## src/lsc_pkg.sv

```systemverilog
`timescale 1ns / 1ps
// ----------------------------------------------------------------------------
// lsc_pkg: shared types and constants of the line sensor centroid unit
// Fixed-point widths, reset levels, register indexes and the divider request.
// ----------------------------------------------------------------------------
package lsc_pkg;

	localparam int NUM_CH      = 6;
	localparam int SAMPLE_BITS = 12;
	localparam int LVL_W       = 16;                 // Q0.16 level
	localparam int NORM_W      = LVL_W + 1;          // 0..1.0 inclusive
	localparam int GAIN_W      = LVL_W + 1;
	localparam int WGT_W       = 16;
	localparam int CH_W        = (NUM_CH > 1) ? $clog2(NUM_CH) : 1;
	localparam int TOTAL_W     = NORM_W + $clog2(NUM_CH + 1);
	localparam int OPA_W       = GAIN_W + 1;         // signed multiplier operand a
	localparam int OPB_W       = LVL_W + 1;          // signed multiplier operand b
	localparam int PROD_W      = OPA_W + OPB_W;
	localparam int WSUM_W      = PROD_W + $clog2(NUM_CH + 1);
	localparam int DVD_W       = WSUM_W;
	localparam int DVS_W       = TOTAL_W;
	localparam int STEP_W      = $clog2(DVD_W + 1);
	localparam int ERR_W       = 16;
	localparam int CFG_IDX_W   = $clog2(NUM_CH + 2);
	localparam int CFG_DATA_W  = GAIN_W;
	localparam int IN_DATA_W   = ((NUM_CH * SAMPLE_BITS + 7) / 8) * 8;
	localparam int OUT_DATA_W  = ((ERR_W + NUM_CH * NORM_W + 7) / 8) * 8;

	localparam logic [NORM_W-1:0] ONE_Q16   = NORM_W'(65536);
	localparam logic [NORM_W-1:0] HALF_Q16  = NORM_W'(32768);
	localparam logic [LVL_W-1:0]  FILT_RST  = LVL_W'(32768);
	localparam logic [LVL_W-1:0]  BLACK_RST = LVL_W'(52429);
	localparam logic [LVL_W-1:0]  WHITE_RST = LVL_W'(13107);
	localparam logic [GAIN_W-1:0] GAIN_RST  = GAIN_W'(32768);

	localparam logic [CFG_IDX_W-1:0] REG_GAIN = CFG_IDX_W'(0);
	localparam logic [CFG_IDX_W-1:0] REG_WGT0 = CFG_IDX_W'(1);

	localparam logic [STEP_W-1:0] NORM_STEPS = STEP_W'(LVL_W);
	localparam logic [STEP_W-1:0] CEN_STEPS  = STEP_W'(DVD_W);

	typedef struct packed {
		logic              start;
		logic [DVS_W-1:0]  rem_init;
		logic [DVD_W-1:0]  dividend;
		logic [DVS_W-1:0]  divisor;
		logic [STEP_W-1:0] steps;
	} div_req_t;

endpackage

```

## src/line_sensor_centroid_unit.sv

```systemverilog
`timescale 1ns / 1ps
// ----------------------------------------------------------------------------
// line_sensor_centroid_unit: six-channel reflectance line position finder
// Filters each scan, tracks calibration extremes, normalizes and forms a
// weighted centroid with one shared multiplier and one shared divider.
// ----------------------------------------------------------------------------
// Usage:
//   s_* carries one scan per word: tdata holds the six 12-bit samples, tuser
//   selects calibrate (0) or measure (1). m_* returns one word per scan:
//   tuser is the line-found flag, tdata holds the centroid and six norms.
//   wr_en / wr_index / wr_data write the gain (index 0) and the six weights
//   (indexes 1..6); other indexes are dropped. The user must write only
//   while the unit is idle; the unit itself does not enforce this.
// Timing:
//   One scan at a time. Per channel: filter update, then in measure mode a
//   range check, a 16-step normalization division when the level lies
//   strictly between white and black, and weighting. A found line adds the
//   38-step centroid division on the shared divider. s_tready is high only
//   while idle.
// Reset and stall:
//   Reset clears the registers to gain 0.5, weights 0, filters 0.5, black
//   0.8, white 0.2. A result waits in the output register while m_tready is
//   low; the next scan is accepted meanwhile but its result is held back.
// ----------------------------------------------------------------------------
module line_sensor_centroid_unit (
	input  logic                             clk,
	input  logic                             arst_n,
	// slave side
	input  logic                             s_tvalid,
	output logic                             s_tready,
	input  logic [lsc_pkg::IN_DATA_W-1:0]    s_tdata,  // sample_0 .. sample_5, 12 bits each
	input  logic                             s_tuser,  // cmd
	// master side
	output logic                             m_tvalid,
	input  logic                             m_tready,
	output logic [lsc_pkg::OUT_DATA_W-1:0]   m_tdata,  // line_offset, norm_0 .. norm_5
	output logic                             m_tuser,  // line_found
	// configuration
	input  logic                             wr_en,
	input  logic [lsc_pkg::CFG_IDX_W-1:0]    wr_index,
	input  logic [lsc_pkg::CFG_DATA_W-1:0]   wr_data
);
	import lsc_pkg::*;

	typedef enum logic [3:0] {
		S_IDLE,
		S_EMA_MUL,
		S_EMA_ADD,
		S_NORM,
		S_NDIV,
		S_WMUL,
		S_WACC,
		S_CEN,
		S_CDIV,
		S_FINISH
	} state_t;

	state_t state_q;

	// configuration registers
	logic [GAIN_W-1:0]        gain_q;
	logic signed [WGT_W-1:0]  wgt_q [NUM_CH];

	// per-channel state
	logic [LVL_W-1:0] filt_q  [NUM_CH];
	logic [LVL_W-1:0] black_q [NUM_CH];
	logic [LVL_W-1:0] white_q [NUM_CH];

	// current scan
	logic [SAMPLE_BITS-1:0]    samp_q [NUM_CH];
	logic                      meas_q;
	logic [CH_W-1:0]           ch_q;
	logic [LVL_W-1:0]          f_q;
	logic [NORM_W-1:0]         n_q;
	logic [NORM_W-1:0]         norm_q [NUM_CH];
	logic [TOTAL_W-1:0]        total_q;
	logic signed [WSUM_W-1:0]  wsum_q;
	logic signed [ERR_W-1:0]   err_q;
	logic signed [PROD_W-1:0]  prod_q;

	// output register
	logic                    out_valid_q;
	logic [OUT_DATA_W-1:0]   out_data_q;
	logic                    out_user_q;

	// shared multiplier and its operands
	logic [GAIN_W-1:0]        gain_eff;
	logic [LVL_W-1:0]         x_cur;
	logic signed [OPA_W-1:0]  op_a;
	logic signed [OPB_W-1:0]  op_b;
	logic signed [PROD_W-1:0] mul_out;
	logic signed [PROD_W:0]   ema_sum;
	logic [LVL_W-1:0]         f_new;

	// normalization and centroid
	logic [LVL_W-1:0]  b_cur;
	logic [LVL_W-1:0]  w_cur;
	logic              last_ch;
	logic              found;
	logic [DVD_W-1:0]  wmag;
	div_req_t          div_req;
	logic              div_busy;
	logic [DVD_W-1:0]  div_quo;
	logic [NORM_W-1:0] n_div;
	logic signed [ERR_W-1:0] err_sat;
	logic [OUT_DATA_W-1:0]   out_pack;

	assign gain_eff = (gain_q > ONE_Q16) ? ONE_Q16 : gain_q;
	assign x_cur    = LVL_W'(samp_q[ch_q]) << (LVL_W - SAMPLE_BITS);
	assign b_cur    = black_q[ch_q];
	assign w_cur    = white_q[ch_q];
	assign last_ch  = ch_q == CH_W'(NUM_CH - 1);
	assign found    = total_q > TOTAL_W'(HALF_Q16);

	// filter uses a*(x-f); weighting uses n*weight
	always_comb begin
		if (state_q == S_WMUL) begin
			op_a = signed'({1'b0, n_q});
			op_b = OPB_W'(wgt_q[ch_q]);
		end else begin
			op_a = signed'({1'b0, gain_eff});
			op_b = signed'({1'b0, x_cur}) - signed'({1'b0, filt_q[ch_q]});
		end
	end
	assign mul_out = op_a * op_b;

	// f + a*(x-f), rounded half up
	assign ema_sum = signed'((PROD_W+1)'({filt_q[ch_q], LVL_W'(0)}))
		+ (PROD_W+1)'(prod_q) + signed'((PROD_W+1)'(HALF_Q16));
	assign f_new   = ema_sum[2*LVL_W-1:LVL_W];

	assign wmag  = wsum_q[WSUM_W-1] ? DVD_W'(-wsum_q) : DVD_W'(wsum_q);
	assign n_div = ONE_Q16 - NORM_W'(div_quo[LVL_W-1:0]);

	// truncate toward zero, then saturate to the output range
	always_comb begin
		if (wsum_q[WSUM_W-1]) begin
			err_sat = (div_quo > DVD_W'(32768)) ? ERR_W'(-32768)
				: ERR_W'(-signed'(div_quo[ERR_W:0]));
		end else begin
			err_sat = (div_quo > DVD_W'(32767)) ? ERR_W'(32767) : ERR_W'(div_quo[ERR_W-1:0]);
		end
	end

	always_comb begin
		div_req = '0;
		if (state_q == S_NORM && b_cur > w_cur && f_q > w_cur && f_q < b_cur) begin
			div_req.start    = 1'b1;
			div_req.rem_init = DVS_W'(f_q - w_cur);
			div_req.divisor  = DVS_W'(b_cur - w_cur);
			div_req.steps    = NORM_STEPS;
		end else if (state_q == S_CEN && found) begin
			div_req.start    = 1'b1;
			div_req.dividend = wmag;
			div_req.divisor  = total_q;
			div_req.steps    = CEN_STEPS;
		end
	end

	lsc_div u_div (
		.clk      (clk),
		.arst_n   (arst_n),
		.req      (div_req),
		.busy     (div_busy),
		.quotient (div_quo)
	);

	always_comb begin
		out_pack = '0;
		out_pack[ERR_W-1:0] = err_q;
		for (int i = 0; i < NUM_CH; i++) begin
			out_pack[ERR_W + i*NORM_W +: NORM_W] = meas_q ? norm_q[i] : '0;
		end
	end

	// configuration writes
	always_ff @(posedge clk or negedge arst_n) begin
		if (!arst_n) begin
			gain_q <= GAIN_RST;
			for (int i = 0; i < NUM_CH; i++) begin
				wgt_q[i] <= '0;
			end
		end else if (wr_en) begin
			if (wr_index == REG_GAIN) begin
				gain_q <= wr_data;
			end else if (wr_index <= CFG_IDX_W'(NUM_CH)) begin
				wgt_q[CH_W'(wr_index - REG_WGT0)] <= wr_data[WGT_W-1:0];
			end
		end
	end

	// sequencer, channel state and output register
	always_ff @(posedge clk or negedge arst_n) begin
		if (!arst_n) begin
			state_q     <= S_IDLE;
			ch_q        <= '0;
			out_valid_q <= 1'b0;
			for (int i = 0; i < NUM_CH; i++) begin
				filt_q[i]  <= FILT_RST;
				black_q[i] <= BLACK_RST;
				white_q[i] <= WHITE_RST;
			end
		end else begin
			// load a finished word when the register is free, else drop on accept
			if (state_q == S_FINISH && (!out_valid_q || m_tready)) begin
				out_valid_q <= 1'b1;
			end else if (m_tvalid && m_tready) begin
				out_valid_q <= 1'b0;
			end
			case (state_q)
				S_IDLE: begin
					if (s_tvalid) begin
						ch_q    <= '0;
						state_q <= S_EMA_MUL;
					end
				end
				S_EMA_MUL: begin
					state_q <= S_EMA_ADD;
				end
				S_EMA_ADD: begin
					filt_q[ch_q] <= f_new;
					if (meas_q) begin
						state_q <= S_NORM;
					end else begin
						if (f_new > black_q[ch_q]) begin
							black_q[ch_q] <= f_new;
						end
						if (f_new < white_q[ch_q]) begin
							white_q[ch_q] <= f_new;
						end
						if (last_ch) begin
							state_q <= S_FINISH;
						end else begin
							ch_q    <= ch_q + CH_W'(1);
							state_q <= S_EMA_MUL;
						end
					end
				end
				S_NORM: begin
					state_q <= div_req.start ? S_NDIV : S_WMUL;
				end
				S_NDIV: begin
					if (!div_busy) begin
						state_q <= S_WMUL;
					end
				end
				S_WMUL: begin
					state_q <= S_WACC;
				end
				S_WACC: begin
					if (last_ch) begin
						state_q <= S_CEN;
					end else begin
						ch_q    <= ch_q + CH_W'(1);
						state_q <= S_EMA_MUL;
					end
				end
				S_CEN: begin
					state_q <= found ? S_CDIV : S_FINISH;
				end
				S_CDIV: begin
					if (!div_busy) begin
						state_q <= S_FINISH;
					end
				end
				S_FINISH: begin
					// hold until the output register is free
					if (!out_valid_q || m_tready) begin
						state_q <= S_IDLE;
					end
				end
				default: begin
					state_q <= S_IDLE;
				end
			endcase
		end
	end

	// datapath registers
	always_ff @(posedge clk) begin
		case (state_q)
			S_IDLE: begin
				if (s_tvalid) begin
					for (int i = 0; i < NUM_CH; i++) begin
						samp_q[i] <= s_tdata[i*SAMPLE_BITS +: SAMPLE_BITS];
					end
					meas_q  <= s_tuser;
					total_q <= '0;
					wsum_q  <= '0;
					err_q   <= '0;
				end
			end
			S_EMA_MUL: begin
				prod_q <= mul_out;
			end
			S_EMA_ADD: begin
				f_q <= f_new;
			end
			S_NORM: begin
				// saturating cases settle without the divider
				if (b_cur <= w_cur || f_q >= b_cur) begin
					n_q <= '0;
				end else if (f_q <= w_cur) begin
					n_q <= ONE_Q16;
				end
			end
			S_NDIV: begin
				if (!div_busy) begin
					n_q <= n_div;
				end
			end
			S_WMUL: begin
				prod_q       <= mul_out;
				norm_q[ch_q] <= n_q;
				total_q      <= total_q + TOTAL_W'(n_q);
			end
			S_WACC: begin
				wsum_q <= wsum_q + WSUM_W'(prod_q);
			end
			S_CDIV: begin
				if (!div_busy) begin
					err_q <= err_sat;
				end
			end
			S_FINISH: begin
				if (!out_valid_q || m_tready) begin
					out_data_q <= out_pack;
					out_user_q <= meas_q && found;
				end
			end
			default: begin
			end
		endcase
	end

	assign s_tready = state_q == S_IDLE;
	assign m_tvalid = out_valid_q;
	assign m_tdata  = out_data_q;
	assign m_tuser  = out_user_q;

	a_err_zero: assert property (@(posedge clk) disable iff (!arst_n)
		m_tvalid && !m_tuser |-> m_tdata[ERR_W-1:0] == '0)
		else $error("centroid nonzero without a line");
	a_div_idle: assert property (@(posedge clk) disable iff (!arst_n)
		state_q == S_IDLE |-> !div_busy)
		else $error("divider busy while sequencer idle");
	a_norm_range: assert property (@(posedge clk) disable iff (!arst_n)
		state_q == S_WMUL |-> n_q <= ONE_Q16)
		else $error("normalized value above one");
	a_ch_range: assert property (@(posedge clk) disable iff (!arst_n)
		ch_q <= CH_W'(NUM_CH - 1))
		else $error("channel index out of range");

endmodule

```

## src/lsc_div.sv

```systemverilog
`timescale 1ns / 1ps
// ----------------------------------------------------------------------------
// lsc_div: shared restoring divider
// One quotient bit per cycle; the remainder may start preloaded so that a
// fraction (r << k) / d with r < d costs only k steps.
// ----------------------------------------------------------------------------
module lsc_div (
	input  logic                       clk,
	input  logic                       arst_n,
	input  lsc_pkg::div_req_t          req,
	output logic                       busy,
	output logic [lsc_pkg::DVD_W-1:0]  quotient
);
	import lsc_pkg::*;

	logic [DVS_W-1:0]  rem_q;
	logic [DVD_W-1:0]  dvd_q;
	logic [DVD_W-1:0]  quo_q;
	logic [DVS_W-1:0]  dvs_q;
	logic [STEP_W-1:0] cnt_q;
	logic              busy_q;

	logic [DVS_W:0] rem_sh;
	logic           fits;
	logic [DVS_W:0] rem_diff;

	assign rem_sh   = {rem_q, dvd_q[DVD_W-1]};
	assign fits     = rem_sh >= {1'b0, dvs_q};
	assign rem_diff = rem_sh - {1'b0, dvs_q};

	always_ff @(posedge clk or negedge arst_n) begin
		if (!arst_n) begin
			busy_q <= 1'b0;
			cnt_q  <= '0;
		end else if (req.start) begin
			busy_q <= 1'b1;
			cnt_q  <= req.steps;
		end else if (busy_q) begin
			cnt_q <= cnt_q - STEP_W'(1);
			if (cnt_q == STEP_W'(1)) begin
				busy_q <= 1'b0;
			end
		end
	end

	always_ff @(posedge clk) begin
		if (req.start) begin
			rem_q <= req.rem_init;
			dvd_q <= req.dividend;
			dvs_q <= req.divisor;
			quo_q <= '0;
		end else if (busy_q) begin
			rem_q <= fits ? rem_diff[DVS_W-1:0] : rem_sh[DVS_W-1:0];
			dvd_q <= {dvd_q[DVD_W-2:0], 1'b0};
			quo_q <= {quo_q[DVD_W-2:0], fits};
		end
	end

	assign busy     = busy_q;
	assign quotient = quo_q;

	a_cnt_live: assert property (@(posedge clk) disable iff (!arst_n)
		busy_q |-> cnt_q != '0)
		else $error("divider busy with zero step count");
	a_no_restart: assert property (@(posedge clk) disable iff (!arst_n)
		busy_q |-> !req.start)
		else $error("divider restarted while busy");

endmodule

```

## config.mk

```make
export PLATFORM = sky130hd
export DESIGN_NAME = line_sensor_centroid_unit
export DESIGN_NICKNAME = d
export VERILOG_FILES = /design/src/lsc_pkg.sv /design/src/line_sensor_centroid_unit.sv /design/src/lsc_div.sv
export SDC_FILE = /design/constraint.sdc
export NUM_CORES = 2
export LEC_CHECK = 0
export BUFFER_PORTS_ARGS = -buffer_cell sky130_fd_sc_hd__clkbuf_2
export CORE_ASPECT_RATIO = 0.7
export CORE_MARGIN = 8
export CORE_UTILIZATION = 30
export DETAILED_ROUTE_END_ITERATION = 12
export HOLD_SLACK_MARGIN = 0.02
export PLACE_DENSITY = 0.47
export SLEW_MARGIN = 5
export SYNTH_ARGS = -nofsm -noshare
export SYNTH_HDL_FRONTEND = slang
export SYNTH_HIERARCHICAL = 1
export SYNTH_SLANG_ARGS = --single-unit
```

## constraint.sdc

```tcl
create_clock -name clk -period 12.11 [get_ports clk]
set_input_delay 2.422 -clock clk [delete_from_list [all_inputs] [get_ports clk]]
set_output_delay 2.422 -clock clk [all_outputs]
set_load 0.1 [all_outputs]
```

# ---- Yosys cells after proc, flatten, opt, wreduce, memory -nomap -nowiden
# Memory sizes are Yosys's and may differ from the RTL's. A register that Yosys moved wholly into a read port is not among the register bits.
# Index checks and enable logic that the tools add are counted.
dict set report op_classes {
  add_sub_neg 14
  n_eq_ne 17
  shifts 0
  n_lt_le_gt_ge 18
  mux 75
  multipliers 1
  reduce_logical 40
  n_div 0
  bitwise 4
}
# cell count
set op_table {}
lappend op_table {{$bwmux W96} 4}
lappend op_table {{$mux W16} 15}
lappend op_table {{$bmux W16 S3} 4}
lappend op_table {{$mux W38} 5}
lappend op_table {{$mux W17} 6}
lappend op_table {{$mux W20} 5}
lappend op_table {{$demux W16 S3} 2}
lappend op_table {{$pmux W38 S2} 1}
lappend op_table {{$mux W64} 1}
lappend op_table {{$sub A16 B16 Y17} 3}
lappend op_table {{$gt A16 B16 Y1} 3}
lappend op_table {{$pmux W20 S2} 1}
lappend op_table {{$pmux W4 S10} 1}
lappend op_table {{$add A38 B35 Y38} 1}
lappend op_table {{$gt A38 B15 Y1 const B} 1}
lappend op_table {{$gt A38 B16 Y1 const B} 1}
lappend op_table {{$neg A38 Y38} 1}
lappend op_table {{$mul A18 B17 Y35} 1}
lappend op_table {{$pmux W17 S2} 1}
lappend op_table {{$add A32 B17 Y32 const B} 1}
lappend op_table {{$add A32 B32 Y32} 1}
lappend op_table {{$le A16 B16 Y1} 2}
lappend op_table {{$lt A16 B16 Y1} 2}
lappend op_table {{$pmux W16 S2} 1}
lappend op_table {{42 further kinds} 105}
dict set report word_totals {
  mem_count 2
  mem_bits_rw 174
  reg_bits 692
  out_inout_bits 123
  wordCells 214
  romBits 0
  latch_bits 0
}
# memory words width read_ports rd_ports_with_merged_regs wr line_no
set mem_list {}
lappend mem_list {norm_q 6 17 6 6 1 line_sensor_centroid_unit.sv:75} ;# logic [NORM_W-1:0] norm_q [NUM_CH];
lappend mem_list {samp_q 6 12 1 0 6 line_sensor_centroid_unit.sv:70} ;# logic [SAMPLE_BITS-1:0] samp_q [NUM_CH];

# ---- Longest topological paths before layout
dict set report depth {
  depth_word 11
  depth_mapped 40
  mapped_depth_nobuf 37
}

# ---- Modules after synthesis
# Netlist, hierarchy kept.
# mod n_inst cells_per_inst area_per_inst_um2 seq_area_each_um2
set modules_own_cells {}
lappend modules_own_cells {line_sensor_centroid_unit 1 4738 51202.9 23463.8}
lappend modules_own_cells {lsc_div 1 504 6018.3 3278.1}

# ---- Worst setup path before layout
# Ideal clock, no wire load.
dict set report synth_path {
  path_kind {register to register}
  start {register ch_q[0]}
  end {register prod_q[34], data pin}
  setup_time_ns 0.260
  arrival_time_ns 9.872
  path_stages_with_launch 38
  setup_slack_ns 1.978
  path_cell_list {dfrtp_1 -> buf_2 -> buf_2 -> clkbuf_1 -> clkbuf_1 -> buf_1 -> clkbuf_1 -> nor2_1 -> nand2_1 -> o221ai_1 -> ha_1 -> nor3_1 -> o21ba_2 -> o22ai_1 -> a311o_1 -> o31ai_1 -> mux2i_1 -> o221a_2 -> [2 not listed] -> fa_1 -> fa_1 -> fa_1 -> fa_1 -> fa_1 -> inv_1 -> fa_1 -> inv_1 -> ha_1 -> a21o_1 -> a21o_1 -> a2bb2oi_1 -> a31oi_1 -> a221oi_1 -> o21ai_0 -> a221o_1 -> a21oi_1 -> xnor2_1}
}
dict set report synth_between {
  elab_chain_cells 7
}
# element line_no
set synth_rtl {}
lappend synth_rtl {{start: declaration} line_sensor_centroid_unit.sv:72} ;# logic [CH_W-1:0] ch_q;
lappend synth_rtl {{start signal: assignment} line_sensor_centroid_unit.sv:234} ;# ch_q <= ch_q + CH_W'(1);
lappend synth_rtl {{start signal: assignment} line_sensor_centroid_unit.sv:254} ;# ch_q <= ch_q + CH_W'(1);
lappend synth_rtl {{$not A3 Y4 (implied by the code)} {line_sensor_centroid_unit.sv:119, line_sensor_centroid_unit.sv:122}}
lappend synth_rtl {{$bmux W16 S3} line_sensor_centroid_unit.sv:122} ;# op_b = signed'({1'b0, x_cur}) - signed'({1'b0, filt_q[ch_q]});
lappend synth_rtl {{$mux W16 (implied by the code) (2 in series)} line_sensor_centroid_unit.sv:122}
lappend synth_rtl {{$sub A16 B16 Y17} line_sensor_centroid_unit.sv:122}
lappend synth_rtl {{$mux W17 *} line_sensor_centroid_unit.sv:117} ;# if (state_q == S_WMUL) begin
lappend synth_rtl {{$mul A18 B17 Y35 *} line_sensor_centroid_unit.sv:125} ;# assign mul_out = op_a * op_b;
lappend synth_rtl {{via mul_out[34]} line_sensor_centroid_unit.sv:91} ;# logic signed [PROD_W-1:0] mul_out;
lappend synth_rtl {{end signal: assignment} line_sensor_centroid_unit.sv:294} ;# prod_q <= mul_out;
lappend synth_rtl {{end signal: assignment} line_sensor_centroid_unit.sv:313} ;# prod_q <= mul_out;
lappend synth_rtl {{end: declaration} line_sensor_centroid_unit.sv:79} ;# logic signed [PROD_W-1:0] prod_q;
# The timed path passes the listed nets; every way through them passes the cells marked *. The select of a mux whose other input is x is not followed.
# A chain may end at the register's enable or synchronous reset.

# ---- Worst setup path after layout
dict set report layout_path {
  start {register ch_q[2]}
  end {register prod_q[34], data pin}
}
# Same word-level chain as after synthesis.

==> results_dict.tcl <==
set metrics [dict create \
    critical-path-max-stage-delay_ns 0.85 \
    clockRootBuffer "clkbuf_16" \
    synthAdderAreaFrac_pct 15.0 \
    yosysSeqAreaShare_pct 46.7 \
    routedWlPerCell_um 22.8 \
    fp-row-count 134 \
    path_class "flip-flop to flip-flop" \
    reg2reg_to "prod_q[34]" \
    nets 6097 \
    area_growth_pct 14.0 \
    yosysTopAreaCellShare_pct 27.0 \
    die_w_um 538 \
    synthFlopType "edfxtp_1" \
    fin_crit_ns 10.93 \
    path_max_fanout 37 \
    arrival_ns 11.42 \
    synth.area.top_cells "edfxtp_1 (27%), dfrtp_1 (13%), fa_1 (8.0%), ha_1 (7.0%), mux2_2 (5.8%)" \
    multi_input_area_sq_mm 0.0282 \
    cpMaxStageDelayCell "dfrtp_4" \
    synth-edff-count 514 \
    vias 40633 \
    die-area_sq_mm 0.205 \
    post-cts-setup-buffers 0 \
    insertion_delay_ns 0.76 \
    slew_violations 0 \
    path_clk_slew_ns 0.06 \
    grt_start_max_net_pins 105 \
    htreeDepth 3 \
    min_path_cells 0 \
    fmax_mhz 91.5 \
    cts_made_buffers 104 \
    dieHeight_um 381 \
    required_ns 12.60 \
    path_buf_inv 5 \
    hp-start "err_q[14]" \
    fin_worst_skew_ns 0.0792 \
    cts.hold.buffers_added 0 \
    max_cap_violations 0 \
    syn-cell-area_sq_mm 0.0572 \
    hp-class "flip-flop to flip-flop" \
    track_usage_pct 17.5 \
    overflow 0 \
    grt_pass1_vias 39950 \
    critPathTopFamily "compound AO/OA/AOI/OAI gates" \
    setup_violations 0 \
    holdPathEnd "m_tdata[14]" \
    yosys.area.top_type "edfxtp_1" \
    ys_warn_count 6 \
    post_dp_cell_area_sq_mm 0.0617 \
    fillCellCount 19199 \
    final_area_sq_mm 0.0653 \
    synthArstFlopShare_pct 43.0 \
    drt-initial-drc-count 3374 \
    clock_path_buffers 3 \
    synth.most_common_cell "nand2_1" \
    globalplace.congestion 0.889 \
    io_pins 221 \
    ys_ff_latch 968 \
    syn-instance-count 5242 \
    synthSimpleGateAreaFrac_pct 11.6 \
    antenna_found_initial 19 \
    initial_core_util_pct 30.1 \
    postSynthAreaPerCell_sq_um 10.9 \
    regToRegSetupSlack_ns 1.18 \
    critPathMostFrequentCell "fa_1" \
    synth_common_cells "nand2_1 (550), edfxtp_1 (514), inv_1 (416), nor2_1 (410), o21ai_0 (327)" \
    finalCritPeriodShare_pct 90.2 \
    wl_mm 184 \
    worst_pin_slew_ns 1.21 \
    r2r-start "ch_q[2]" \
    cp-end-kind "flip-flop" \
    cts.sinks 968 \
    synthMuxAreaShare_pct 7.67 \
    fin_tns_setup_ns 0 \
    synth_top_family_by_area "adder cells" \
    cts_tree "done" \
    vias_per_cell 5.04 \
    io_buffers 218 \
    finalHoldViolCount 0 \
    layout-drive-gt1-share_pct 17.9 \
    synthXorXnorAreaFrac_pct 2.69 \
    r2r_cells 33 \
    relSlewSlack_pct 19.4 \
    post_cts_resized 0 \
    outcome "finished clean" \
    cp-start-kind "flip-flop" \
    grt_first_pass_wirelength_mm 273 \
    ys_types 91 \
    dp_hpwl_mm 135 \
    dr.pass1.iters 5 \
    synth-compound-area-share_pct 11.9 \
    core_sq_mm 0.190 \
    postRouteAntennaNets 0 \
    grt_setup_unrepaired "false" \
    drc 0 \
    seqCellArea_sq_mm 0.0268 \
]
==> how the worst max path moves through the flow <==
stage / from / end / slack [ns] / depth (start not counted)
6_report: ch_q[2] / prod_q[34] / 1.18 / 33
5_1_grt: ch_q[2] / prod_q[34] / 0.51 / 34
4_1_cts: ch_q[2] / prod_q[34] / 1.30 / 34
3_5_place_dp: ch_q[2] / prod_q[34] / 1.29 / 34
3_3_place_gp: ch_q[2] / prod_q[34] / 1.48 / 35
2_1_floorplan: ch_q[0] / prod_q[34] / 1.98 / 37
==> per-layer routing <==
layer	track usage, %	share of wire [%]
met5	0	0.023
met4	3.59	2.0
met3	3.80	7.5
met2	23.8	39
met1	27.8	51
==> placed cells by master (no fill, tap or decap), types with 31 or more instances in the layout <==
| cell type | count |
|---|---|
| xor2_1 | 79 |
| edfxtp_1 | 514 |
| dfxtp_1 | 38 |
| nor2b_1 | 37 |
| inv_1 | 415 |
| o21a_1 | 32 |
| xnor2_1 | 87 |
| nand2b_1 | 31 |
| nor3_1 | 55 |
| mux2i_1 | 84 |
| a221oi_1 | 39 |
| buf_4 | 127 |
| dfstp_2 | 109 |
| nor2_1 | 401 |
| nand3_1 | 56 |
| nand2_1 | 548 |
| a21oi_1 | 187 |
| a21o_1 | 86 |
| a22oi_1 | 97 |
| dfrtp_1 | 303 |
| o21ai_0 | 325 |
| and2_1 | 130 |
| fa_1 | 230 |
| mux2_2 | 297 |
| clkbuf_2 | 217 |
| ha_1 | 318 |
| clkbuf_16 | 105 |
==> worst register-to-register path, delay by kind of cell (launching register included) <==
family / cells / cell delay (ns)
muxes: 1 / 0.28
buffers and inverters: 5 / 0.85
AOI/OAI and AO/OA: 14 / 3.67
xor gates and xnor gates: 1 / 0.08
adders and majority gates: 8 / 3.64
DFF: 1 / 0.85
and+or+nand+nor: 4 / 1.29
==> sequential cells by signal, summed over array words and instances (netlist names), 4 cells and up <==
signal,flops
m_tdata,118
norm_q,102
black_q,96
filt_q,96
wgt_q,96
white_q,96
samp_q,72
u_div/dvd_q,38
u_div/quotient,38
wsum_q,38
prod_q,35
total_q,20
u_div/dvs_q,20
u_div/rem_q,20
gain_q,17
n_q,17
err_q,16
f_q,16
u_div/cnt_q,6
state_q,4
==> per-stage QoR <==
stage / utilization, % / hold WS, ns / setup slack, ns / cells
finish: 34.3 / 0.416 / 1.18 / 8065
global route: 34.3 / 0.425 / 0.513 / 8056
CTS: 34.3 / 0.423 / 1.30 / 8055
detailed placement: 32.5 / 0.405 / 1.29 / 7861
global placement: 32.5 / 0.406 / 1.48 / 7861
floorplan: - / 0.400 / 1.98 / 5245
==> cell families (layout without fill, tap and decap cells) <==
logic type	after synthesis	count (layout)
xor gates and xnor gates	176	176
muxes	390	390
DFF	968	968
adders and majority gates	548	548
and+or+nand+nor	1445	1445
AOI/OAI and AO/OA	1051	1051
other	1	14
buffers and inverters	663	957
==> cell type report <==
class	count	area share [%]
clock buffer	148	4.49
multi-input combinational	3614	43.2
sequential	968	41.0
clock inverter	46	0.911
antenna	10	0.0383
inverter	418	2.41
tap	2516	4.82
timing repair buffer	345	3.15
Power is left out: the tool's default activity adds up to more than one toggle a clock period on the data nets, which glitch-free logic cannot reach.
